--- config.mk ---
export PLATFORM = sky130hd
export DESIGN_NAME = mf3_median
export DESIGN_NICKNAME = d
export VERILOG_FILES = /design/src/rtl/mf3_pkg.sv /design/src/rtl/mf3_median.sv
export SDC_FILE = /design/constraint.sdc
export NUM_CORES = 1
export LEC_CHECK = 0
export BUFFER_PORTS_ARGS = -buffer_cell sky130_fd_sc_hd__buf_2
export CAP_MARGIN = 15
export CORE_ASPECT_RATIO = 1.25
export CORE_MARGIN = 2
export CORE_UTILIZATION = 55
export CTS_BUF_LIST = sky130_fd_sc_hd__clkbuf_4 sky130_fd_sc_hd__clkbuf_8
export DETAILED_ROUTE_END_ITERATION = 6
export PLACE_DENSITY = 0.78
export SLEW_MARGIN = 20
export SYNTH_ARGS = -nofsm -noshare
export SYNTH_HDL_FRONTEND = slang
export SYNTH_SLANG_ARGS = --single-unit
--- constraint.sdc ---
create_clock -name i_clk -period 12.75 [get_ports i_clk]
set_input_delay 0.6375 -clock i_clk [delete_from_list [all_inputs] [get_ports i_clk]]
set_output_delay 0.6375 -clock i_clk [all_outputs]
set_load 0.005 [all_outputs]
--- src/rtl/mf3_pkg.sv ---
// ----------------------------------------------------------------------------
// mf3_pkg
// Shared constants and types of the 3x3 median filter: pixel and window
// types, line store word and write port, median request.
// ----------------------------------------------------------------------------
`default_nettype none

package mf3_pkg;

    localparam int MAX_WIDTH  = 1024;
    localparam int PIXEL_BITS = 8;
    localparam int WIN_SIZE   = 9;

    localparam int COL_W      = $clog2(MAX_WIDTH);
    localparam int WID_W      = 11;
    localparam int HGT_W      = 12;
    localparam int ROW_W      = HGT_W + 1;
    localparam int APB_ADDR_W = 3;
    localparam int APB_DATA_W = 32;

    localparam logic [WID_W-1:0] MIN_WIDTH    = WID_W'(3);
    localparam logic [WID_W-1:0] CAP_WIDTH    = WID_W'(MAX_WIDTH);
    localparam logic [WID_W-1:0] RESET_WIDTH  = WID_W'(640);
    localparam logic [HGT_W-1:0] RESET_HEIGHT = HGT_W'(480);

    // register index, taken from paddr[2]
    localparam logic REG_FRAME_WIDTH  = 1'b0;
    localparam logic REG_FRAME_HEIGHT = 1'b1;

    typedef logic [PIXEL_BITS-1:0] t_pix;
    // index = row*3 + col, col 0 leftmost
    typedef logic [WIN_SIZE-1:0][PIXEL_BITS-1:0] t_win;

    typedef struct packed {
        t_pix upper;
        t_pix middle;
    } t_ls_word;

    typedef struct packed {
        logic             en;
        logic [COL_W-1:0] addr;
        t_ls_word         data;
    } t_ls_wr;

    typedef struct packed {
        logic valid;
        logic last;
        t_win win;
    } t_med_req;

endpackage

`default_nettype wire

--- src/rtl/mf3_median.sv ---
// ----------------------------------------------------------------------------
// mf3_median
// Three-stage median-of-nine network: sort rows, then max of the row minima,
// median of the row medians and min of the row maxima, then median of those
// three. The last stage is the output register.
// ----------------------------------------------------------------------------
`default_nettype none

module mf3_median (
    input  wire logic              i_clk,
    input  wire logic              i_rst_n,
    input  wire mf3_pkg::t_med_req i_req,
    output      logic              o_ready,
    output      logic              o_valid,
    output      mf3_pkg::t_pix     o_median,
    output      logic              o_last,
    input  wire logic              i_ready
);
    import mf3_pkg::*;

    function automatic t_pix f_min(input t_pix a, input t_pix b);
        return (a < b) ? a : b;
    endfunction

    function automatic t_pix f_max(input t_pix a, input t_pix b);
        return (a < b) ? b : a;
    endfunction

    function automatic t_pix f_med3(input t_pix a, input t_pix b, input t_pix c);
        return f_max(f_min(a, b), f_min(f_max(a, b), c));
    endfunction

    logic en1, en2, en3;
    logic r_v1, r_v2, r_v3;
    logic r_l1, r_l2, r_l3;
    t_pix r_lo  [3];
    t_pix r_mi  [3];
    t_pix r_hi  [3];
    t_pix r_a, r_b, r_c;
    t_pix r_med;

    assign en3     = !r_v3 || i_ready;
    assign en2     = !r_v2 || en3;
    assign en1     = !r_v1 || en2;
    assign o_ready = en1;

    always_ff @(posedge i_clk) begin
        if (!i_rst_n) begin
            r_v1 <= 1'b0;
            r_v2 <= 1'b0;
            r_v3 <= 1'b0;
        end else begin
            if (en1) begin
                r_v1 <= i_req.valid;
            end
            if (en2) begin
                r_v2 <= r_v1;
            end
            if (en3) begin
                r_v3 <= r_v2;
            end
        end
    end

    // sort each window row
    always_ff @(posedge i_clk) begin
        if (en1) begin
            r_l1 <= i_req.last;
            for (int k = 0; k < 3; k++) begin
                r_lo[k] <= f_min(f_min(i_req.win[3*k], i_req.win[3*k+1]), i_req.win[3*k+2]);
                r_mi[k] <= f_med3(i_req.win[3*k], i_req.win[3*k+1], i_req.win[3*k+2]);
                r_hi[k] <= f_max(f_max(i_req.win[3*k], i_req.win[3*k+1]), i_req.win[3*k+2]);
            end
        end
    end

    always_ff @(posedge i_clk) begin
        if (en2) begin
            r_l2 <= r_l1;
            r_a  <= f_max(f_max(r_lo[0], r_lo[1]), r_lo[2]);
            r_b  <= f_med3(r_mi[0], r_mi[1], r_mi[2]);
            r_c  <= f_min(f_min(r_hi[0], r_hi[1]), r_hi[2]);
        end
    end

    always_ff @(posedge i_clk) begin
        if (en3) begin
            r_l3  <= r_l2;
            r_med <= f_med3(r_a, r_b, r_c);
        end
    end

    assign o_valid  = r_v3;
    assign o_median = r_med;
    assign o_last   = r_l3;

endmodule

`default_nettype wire

==> results of run 1 <==
==> power by group <==
part | leakage, nW | switching (W) | total [W] | internal (W)
registers | 1.16 | 0.0000945 | 0.000717 | 0.000622
clock network | 0.0883 | 0.000123 | 0.000197 | 0.0000732
logic | 3.97 | 0.00108 | 0.00189 | 0.000812
total | 5.22 | 0.00130 | 0.00281 | 0.00151
==> worst max-delay path, delay by kind of cell <==
family | cells | cell delay [ns]
buffers and inverters | 3 | 0.47
multiplexers | 1 | 0.33
adder cells (fa/ha/maj) | 3 | 0.89
AO/OA/AOI/OAI | 11 | 3.35
AND/OR/NAND/NOR | 4 | 0.47
==> sequential cells by signal (all words and copies together), names as in the netlist <==
| name | flops |
|---|---|
| r_hi | 24 |
| r_lo | 24 |
| r_mi | 24 |
| o_median | 8 |
| r_a | 8 |
| r_b | 8 |
| r_c | 8 |
| o_last | 1 |
| o_valid | 1 |
| r_l1 | 1 |
| r_l2 | 1 |
| r_v1 | 1 |
| r_v2 | 1 |
==> logic make-up (layout without fill, tap and decap cells) <==
kind of cell,Yosys count,after routing
AND/OR/NAND/NOR,234,234
adder cells (fa/ha/maj),154,154
multiplexers,126,126
flip-flops,110,110
buffers and inverters,158,243
AO/OA/AOI/OAI,278,278
==> through the flow <==
step	std cells	setup WS (ns)	cell area, sq um
final	1373	6.70	10800
after global routing	1373	6.02	10800
after CTS	1372	6.31	10800
after detailed placement	1356	6.03	10600
after global placement	1356	6.29	10600
after floorplan	1060	7.05	9970
==> worst max-delay path by stage <==
stage	start	end	depth (start not counted)
2_1_floorplan	i_req[35]	r_mi[0][13]	24
3_3_place_gp	i_req[35]	r_mi[0][10]	21
3_5_place_dp	i_req[35]	r_mi[0][13]	21
4_1_cts	r_mi[0][1]	r_b[1]	17
5_1_grt	i_req[35]	r_mi[0][13]	23
6_report	i_req[35]	r_mi[0][13]	22
==> layer usage <==
metal	track usage [%]	vias to the layer above
met5	0	-
met4	12.5	0
met3	2.56	56
met2	44.9	183
met1	29.5	3690
li1	-	4032
==> cells in the mapped netlist (7+ instances only) <==
cell / count / area, sq um
ha_1: 154 / 1930
inv_1: 134 / 503
edfxtp_1: 107 / 3210
o21ai_0: 91 / 455
nand2_1: 80 / 300
a21oi_1: 78 / 390
nor2_1: 78 / 293
mux2i_1: 69 / 691
mux2_2: 48 / 541
a21o_1: 22 / 165
a211oi_1: 16 / 120
nand4_1: 16 / 100
buf_2: 12 / 60.1
nand3_1: 11 / 55.1
nor3_1: 11 / 55.1
o21a_1: 11 / 82.6
nor2b_1: 10 / 62.6
clkbuf_1: 9 / 33.8
mux2_1: 8 / 90.1
nand2b_1: 8 / 50.1
o211ai_1: 7 / 52.6
==> cell usage in the layout, fill, tap and decap left out, drive strengths merged, types with 3 or more instances in the layout <==
cell type / instances
ha: 154
inv: 137
edfxtp: 107
o21ai: 101
buf: 93
nand2: 80
a21oi: 80
nor2: 79
mux2i: 69
mux2: 57
a21o: 22
a211oi: 17
nand4: 16
nor3: 11
o21a: 11
nand3: 11
nor2b: 10
clkbuf: 9
nand2b: 8
o211ai: 7
o2111ai: 4
o21bai: 4
o31ai: 4
o31a: 3
a221oi: 3
nor3b: 3
or2: 3
or3: 3
nor4: 3
a211o: 3
dfxtp: 3
clkinv: 3
==> final cells by class <==
| type | count | area share (%) |
|---|---|---|
| clock buffers | 9 | 1.14 |
| repair buffers | 93 | 4.43 |
| well taps | 228 | 2.63 |
| inverters | 134 | 4.64 |
| clock inverters | 7 | 0.508 |
| multi-input cells | 792 | 56.4 |
| flip-flops and latches | 110 | 30.2 |
==> flow_summary_export.csv, run 1 <==
group,metric,value,unit
detailed_routing,initialDrtViolationCount,374,
cells_and_area,nets,1371,
die,starting_utilization_of_the_core_area,55.5,%
synth,synth_compound_area_share,17.7,%
sta,fin_tns_setup,0,ns
cells_and_area,post_route_cells_drive_above_1_share,15.8,%
synth,synth_top_family_by_area,"adder cells",
synth,post_synth_fa_ha_maj_area_fraction,19.3,%
synth,asyncSetResetFlopFracSynth,0,%
placement,dp_hpwl,19.6,mm
detailed_routing,detail_route.drc_violations,0,
synth,ys_warn_count,0,
cts,cts_tree,"yes",
global_route,globalRouteTotalUtil,24.9,%
min_path,timing.hold.worst_endpoint,"r_l1",
detailed_routing,detailed_route_wire_length,23.6,mm
run_status,outcome,"completed",
power_and_ir_drop,irDropWorstVdd,0.177,mV
setup_path,timing.critical_path.to_type,"register",
cells_and_area,multiInputGateArea,0.00612,sq mm
placement,gp_congestion,0.950,
die,fp.dieH,155,um
min_path,hold_depth,1,
sta,fin_crit,6.05,ns
setup_path,critical-path-max-stage-delay,0.79,ns
sta,rsz_0062_raised_after_global_routing,"no",
placement,port_buffers,87,
synth,postSynthRegisterBits,110,
cells_and_area,area_growth_syn_to_layout,8.67,%
flow_run,max-cap-violations,0,
cts,cts.clk_slew.worst_paths,0.11,ns
power_and_ir_drop,pwr_density_cell,259,mW/mm^2
cts,cts_made_buffers,9,
cts,htree_num_levels,3,
die,die_area,0.0192,sq mm
sta,final_hold_viol_count,0,
global_route,global_route_wire_length_before_repair,38.3,mm
cts,cts_hold_buffers,0,
power_and_ir_drop,power,0.00281,W
detailed_routing,met3WireLength,729,um
sta,least_margin_pin_slew,1.03,ns
setup_path,category_of_the_worst_setup_path_launch_point,"input pin",
setup_path,critical_path_peak_fanout,27,
synth,area_share_of_and_or_nand_nor_cells_after_synthesis,10.5,%
cts,max-clock-path-buffers,2,
global_route,initial_antenna_violation_count,0,
min_path,timing.hold.worst.class,"input pin to register",
synth,syn-cell-area,0.00997,sq mm
cells_and_area,antenna_cells,0,
detailed_routing,avgViaCountPerCell,5.80,
global_route,grt_start_max_net_pins,75,
setup_path,required_arrival_time_at_the_worst_endpoint,12.86,ns
detailed_routing,via_count,7961,
setup_path,cp_slowest_cell,"o21ai_2",
detailed_routing,met2_length,11.8,mm
sta,final.setup_skew,0.00908,ns
synth,post_synth_xor_area_fraction,0,%
setup_path,r2r_setup_slack,6.76,ns
die,placement_rows,55,
synth,synth_edf_count,107,
setup_path,worstReg2RegEnd,"r_b[1]",
global_route,vias_in_the_first_global_route,7841,
setup_path,worstPathArrival,6.16,ns
setup_path,crit_type,"input pin to register",
synth,ys_types,62,
min_path,min-delay-start,"i_req[72]",
power_and_ir_drop,static-leakage-power,5.22,nW
detailed_routing,routed_wire_length_per_instance,17.2,um
sta,final_max_slew_viol_count,0,
die,io_pins,88,
sta,timing.slew.headroom,31.0,%
die,floorplan.core_area,0.0180,sq mm
cts,numClockSinks,110,
synth,gate_count_post_synth,1060,
sta,post-route-period-util,47.4,%
cts,cts_resized,0,
setup_path,r2r_start,"r_mi[0][5]",
cts,cts_post_setup_buffers_inserted,0,
detailed_routing,route.layer.met1.wl,9.98,mm
die,chipWidth,124,um
detailed_routing,drt_pre_antenna_iters,5,
global_route,global_route.overflow_total,0,
cells_and_area,fill_cells,1520,
sta,finalSetupViolCount,0,
cts,ctsRootBufferMaster,"clkbuf_8",
detailed_routing,dr.max_layer_used,"met4",
synth,post_synthesis_mux_area_share,13.4,%
cells_and_area,area.sequential,0.00327,sq mm
cells_and_area,postLayoutCoreUtil,60.3,%
setup_path,chain_of_cells_forming_the_critical_path,"buf_2 > inv_1 > ha_1 > nand3_1 > a21oi_1 > nor2_1 > o21ai_2 > o21ai_0 > ha_1 > a211oi_1 > a221oi_1 > o2bb2ai_2 > buf_4 > mux2i_1 > ha_1 > o21ai_0 > nand2b_1 > a21oi_1 > o21bai_1 > and2_1 > a31oi_2 > a21oi_1",
synth,synth_nets,1291,
detailed_routing,postRouteAntennaNets,0,
cts,latest_clock_arrival_within_the_worst_skew_pair,0.39,ns
synth,ys_dominant_reg_cell,"edfxtp_1",
synth,synth-seq-area-share,32.8,%
sta,max_freq,0.165,GHz
setup_path,r2r_cells,20,
sta,timing.hold.ws,0.421,ns
synth,synth.avg_cell_area,9.41,sq um
No activity file was read; power rests on OpenSTA's default activity.
==> run 2: changes to the inputs <==
--- a/config.mk
+++ b/config.mk
@@ -12,7 +12,7 @@
 export CORE_UTILIZATION = 55
 export CTS_BUF_LIST = sky130_fd_sc_hd__clkbuf_4 sky130_fd_sc_hd__clkbuf_8
 export DETAILED_ROUTE_END_ITERATION = 6
-export PLACE_DENSITY = 0.78
+export PLACE_DENSITY = 0.8
 export SLEW_MARGIN = 20
 export SYNTH_ARGS = -nofsm -noshare
 export SYNTH_HDL_FRONTEND = slang
==> constraint.sdc (replaced) <==
create_clock -name i_clk -period 4.9 [get_ports i_clk]
set_input_delay 0.245 -clock i_clk [delete_from_list [all_inputs] [get_ports i_clk]]
set_output_delay 0.245 -clock i_clk [all_outputs]
set_load 0.005 [all_outputs]
==> flow_summary_export.csv, run 2 (synthesis gave the netlist of run 1 again) <==
group,metric,value,unit
min_path,timing.hold.worst_endpoint,"o_valid",
setup_path,r2r_setup_slack,-0.33,ns
cells_and_area,layout.cells.most_common,"buf_4",
die,io_pins,88,
detailed_routing,initialDrtViolationCount,660,
cells_and_area,post_route_cells_drive_above_1_share,34.3,%
power_and_ir_drop,static-leakage-power,6.21,nW
sta,least_margin_pin_slew,1.05,ns
sta,final.setup.worst_slack,-0.328,ns
cts,latest_clock_arrival_within_the_worst_skew_pair,0.40,ns
cts,cts_tree,"yes",
detailed_routing,drt_pre_antenna_iters,6,
detailed_routing,postRouteAntennaNets,0,
power_and_ir_drop,p_int,0.00581,W
setup_path,r2r_start,"r_mi[0][11]",
detailed_routing,via_count,9321,
die,starting_utilization_of_the_core_area,55.5,%
setup_path,category_of_the_worst_setup_path_launch_point,"register",
die,floorplan.core_area,0.0180,sq mm
power_and_ir_drop,pwr_density_cell,805,mW/mm^2
power_and_ir_drop,comb_power_share,76.5,%
global_route,global_route_wire_length_before_repair,42.4,mm
die,die_area,0.0192,sq mm
cts,numClockSinks,110,
placement,placement.cell_area,0.0117,sq mm
setup_path,crit_type,"register to register",
sta,final_hold_viol_count,0,
global_route,global_route.overflow_total,0,
global_route,grt_start_max_net_pins,76,
sta,post-route-period-util,107,%
power_and_ir_drop,power.switching_fraction,44.4,%
cts,ctsRootBufferMaster,"clkbuf_8",
run_status,outcome,"finished with violations",
sta,rsz_0062_raised_after_global_routing,"yes",
cts,htree_num_levels,3,
power_and_ir_drop,power.share.clock,5.1,%
setup_path,r2r_cells,24,
placement,dp_hpwl,20.9,mm
sta,fin_crit,5.23,ns
detailed_routing,avgViaCountPerCell,5.99,
power_and_ir_drop,power,0.0104,W
detailed_routing,detailed_route_wire_length,29.4,mm
power_and_ir_drop,p_seq_share,18.4,%
cts,cts_made_buffers,9,
cells_and_area,fin_cells,1556,
global_route,initial_antenna_violation_count,0,
run_status,failed_checks,"setup timing",
setup_path,timing.critical_path.to_type,"register",
cells_and_area,post-route-cell-area,0.0130,sq mm
cts,cts.clk_slew.worst_paths,0.11,ns
min_path,min-delay-start,"i_rst_n",
min_path,hold_depth,2,
placement,gp_congestion,0.922,
power_and_ir_drop,irDropWorstVdd,0.554,mV
sta,final_max_slew_viol_count,0,
placement,dp_worst_setup_slack,-0.458,ns
setup_path,critical_path_peak_fanout,6,
cells_and_area,nets,1554,
setup_path,worstReg2RegEnd,"r_b[0]",
die,placement_rows,55,
sta,fin_tns_setup,-2.21,ns
placement,dp.cells,1493,
setup_path,worstPathArrival,5.46,ns
placement,port_buffers,87,
setup_path,required_arrival_time_at_the_worst_endpoint,5.13,ns
die,fp.dieH,155,um
sta,finalSetupViolCount,8,
sta,timing.slew.headroom,29.6,%
die,chipWidth,124,um
flow_run,max-cap-violations,0,
detailed_routing,detail_route.drc_violations,0,
global_route,globalRouteTotalUtil,27.3,%
cells_and_area,top_regs,"r_hi x24, r_lo x24, r_mi x24",
global_route,vias_in_the_first_global_route,8768,
cells_and_area,area_growth_syn_to_layout,30.2,%
cts,max-clock-path-buffers,2,
power_and_ir_drop,p_sw,0.00464,W
cells_and_area,commonest_cells_after_routing_fill_and_taps_aside,"171 x buf_4, 133 x ha_1, 130 x inv_1",
detailed_routing,routed_wire_length_per_instance,18.9,um
sta,max_freq,0.191,GHz
cells_and_area,antenna_cells,0,
min_path,timing.hold.worst.class,"input pin to register",
sta,final.setup_skew,0.0188,ns
run 2: cell count changes in the layout (fill, tap and decap cells not counted), moves of 7 or more:
cell / delta
mux2i_2: +14
o21ai_0: -17
ha_1: -21
a21oi_1: -11
ha_4: +20
buf_4: +165
buf_6: +12
a21oi_2: +12
mux2_4: +12
mux2i_1: -17
o21ai_1: +10
mux2_2: -12
a211oi_1: -7
nor2_1: -8
run 2: cell type report:
class	instances	area, sq um
Timing Repair Buffer	276	1920
Fill cell	1161	4980
Clock buffer	10	131
Inverter	134	503
Multi-Input combinational cell	792	6820
Sequential cell	110	3270
Tap cell	228	285
Clock inverter	6	46.3
run 2: metal layers:
metal / share of wire [%] / vias to the layer above / GRT usage (%)
met5: 0 / - / 0
met4: 6.9 / 0 / 15.7
met3: 5.0 / 132 / 2.42
met2: 50 / 393 / 49.5
met1: 38 / 4393 / 31.6
li1: - / 4403 / -
run 2: power by group through the flow:
stage,Combinational [W],Clock [W],Sequential [W]
final,0.00799,0.000530,0.00193
after detailed placement,0.00556,0,0.00189
after global routing,0.00857,0.000555,0.00194
after global placement,0.00527,0,0.00188
after CTS,0.00635,0.000523,0.00188
after floorplan,0.00386,0,0.00176
run 2: what timing repair did:
action	4_1_cts	5_1_grt
gates cloned	1	2
pin swaps	16	53
hold buffers	1	0
buffers inserted	19	25
resized for setup	37	114
endpoints found under the setup margin	24	32
endpoints found under the hold margin	1	0
run 2: worst max-delay path by stage:
stage,from,end,slack (ns),cells after the start
after global placement,i_req[11],r_mi[0][0],-0.32,22
after CTS,r_a[5],o_median[2],0.01,22
final,r_mi[0][11],r_b[0],-0.33,24
after floorplan,i_req[11],r_mi[0][0],0.005,22
after detailed placement,i_req[39],r_mi[0][15],-0.46,24
after global routing,r_mi[0][14],r_b[5],-0.44,24
run 2: per-stage QoR:
stage,hold WS [ns],utilization [%]
floorplan,0.344,-
global placement,0.405,65.2
detailed placement,0.412,65.2
CTS,0.0658,68.1
global route,0.0685,72.3
finish,0.0706,72.3
run 2: critical path, stage by stage (launching register included):
cell and delay (ns):
edfxtp_1 0.43, inv_1 0.11, ha_2 0.30, nor2_4 0.12, nor3_2 0.06, a21oi_2 0.22, buf_6 0.17, buf_4 0.11
mux2_4 0.32, ha_4 0.29, nand4_1 0.12, o21bai_4 0.20, o21a_1 0.24, a41oi_4 0.29, buf_6 0.18, mux2i_1 0.33
ha_1 0.23, nand3_1 0.10, or3_4 0.36, nor4_4 0.13, o211ai_1 0.12, o211ai_1 0.17, buf_4 0.20, nor3_2 0.04
nor3_2 0.22
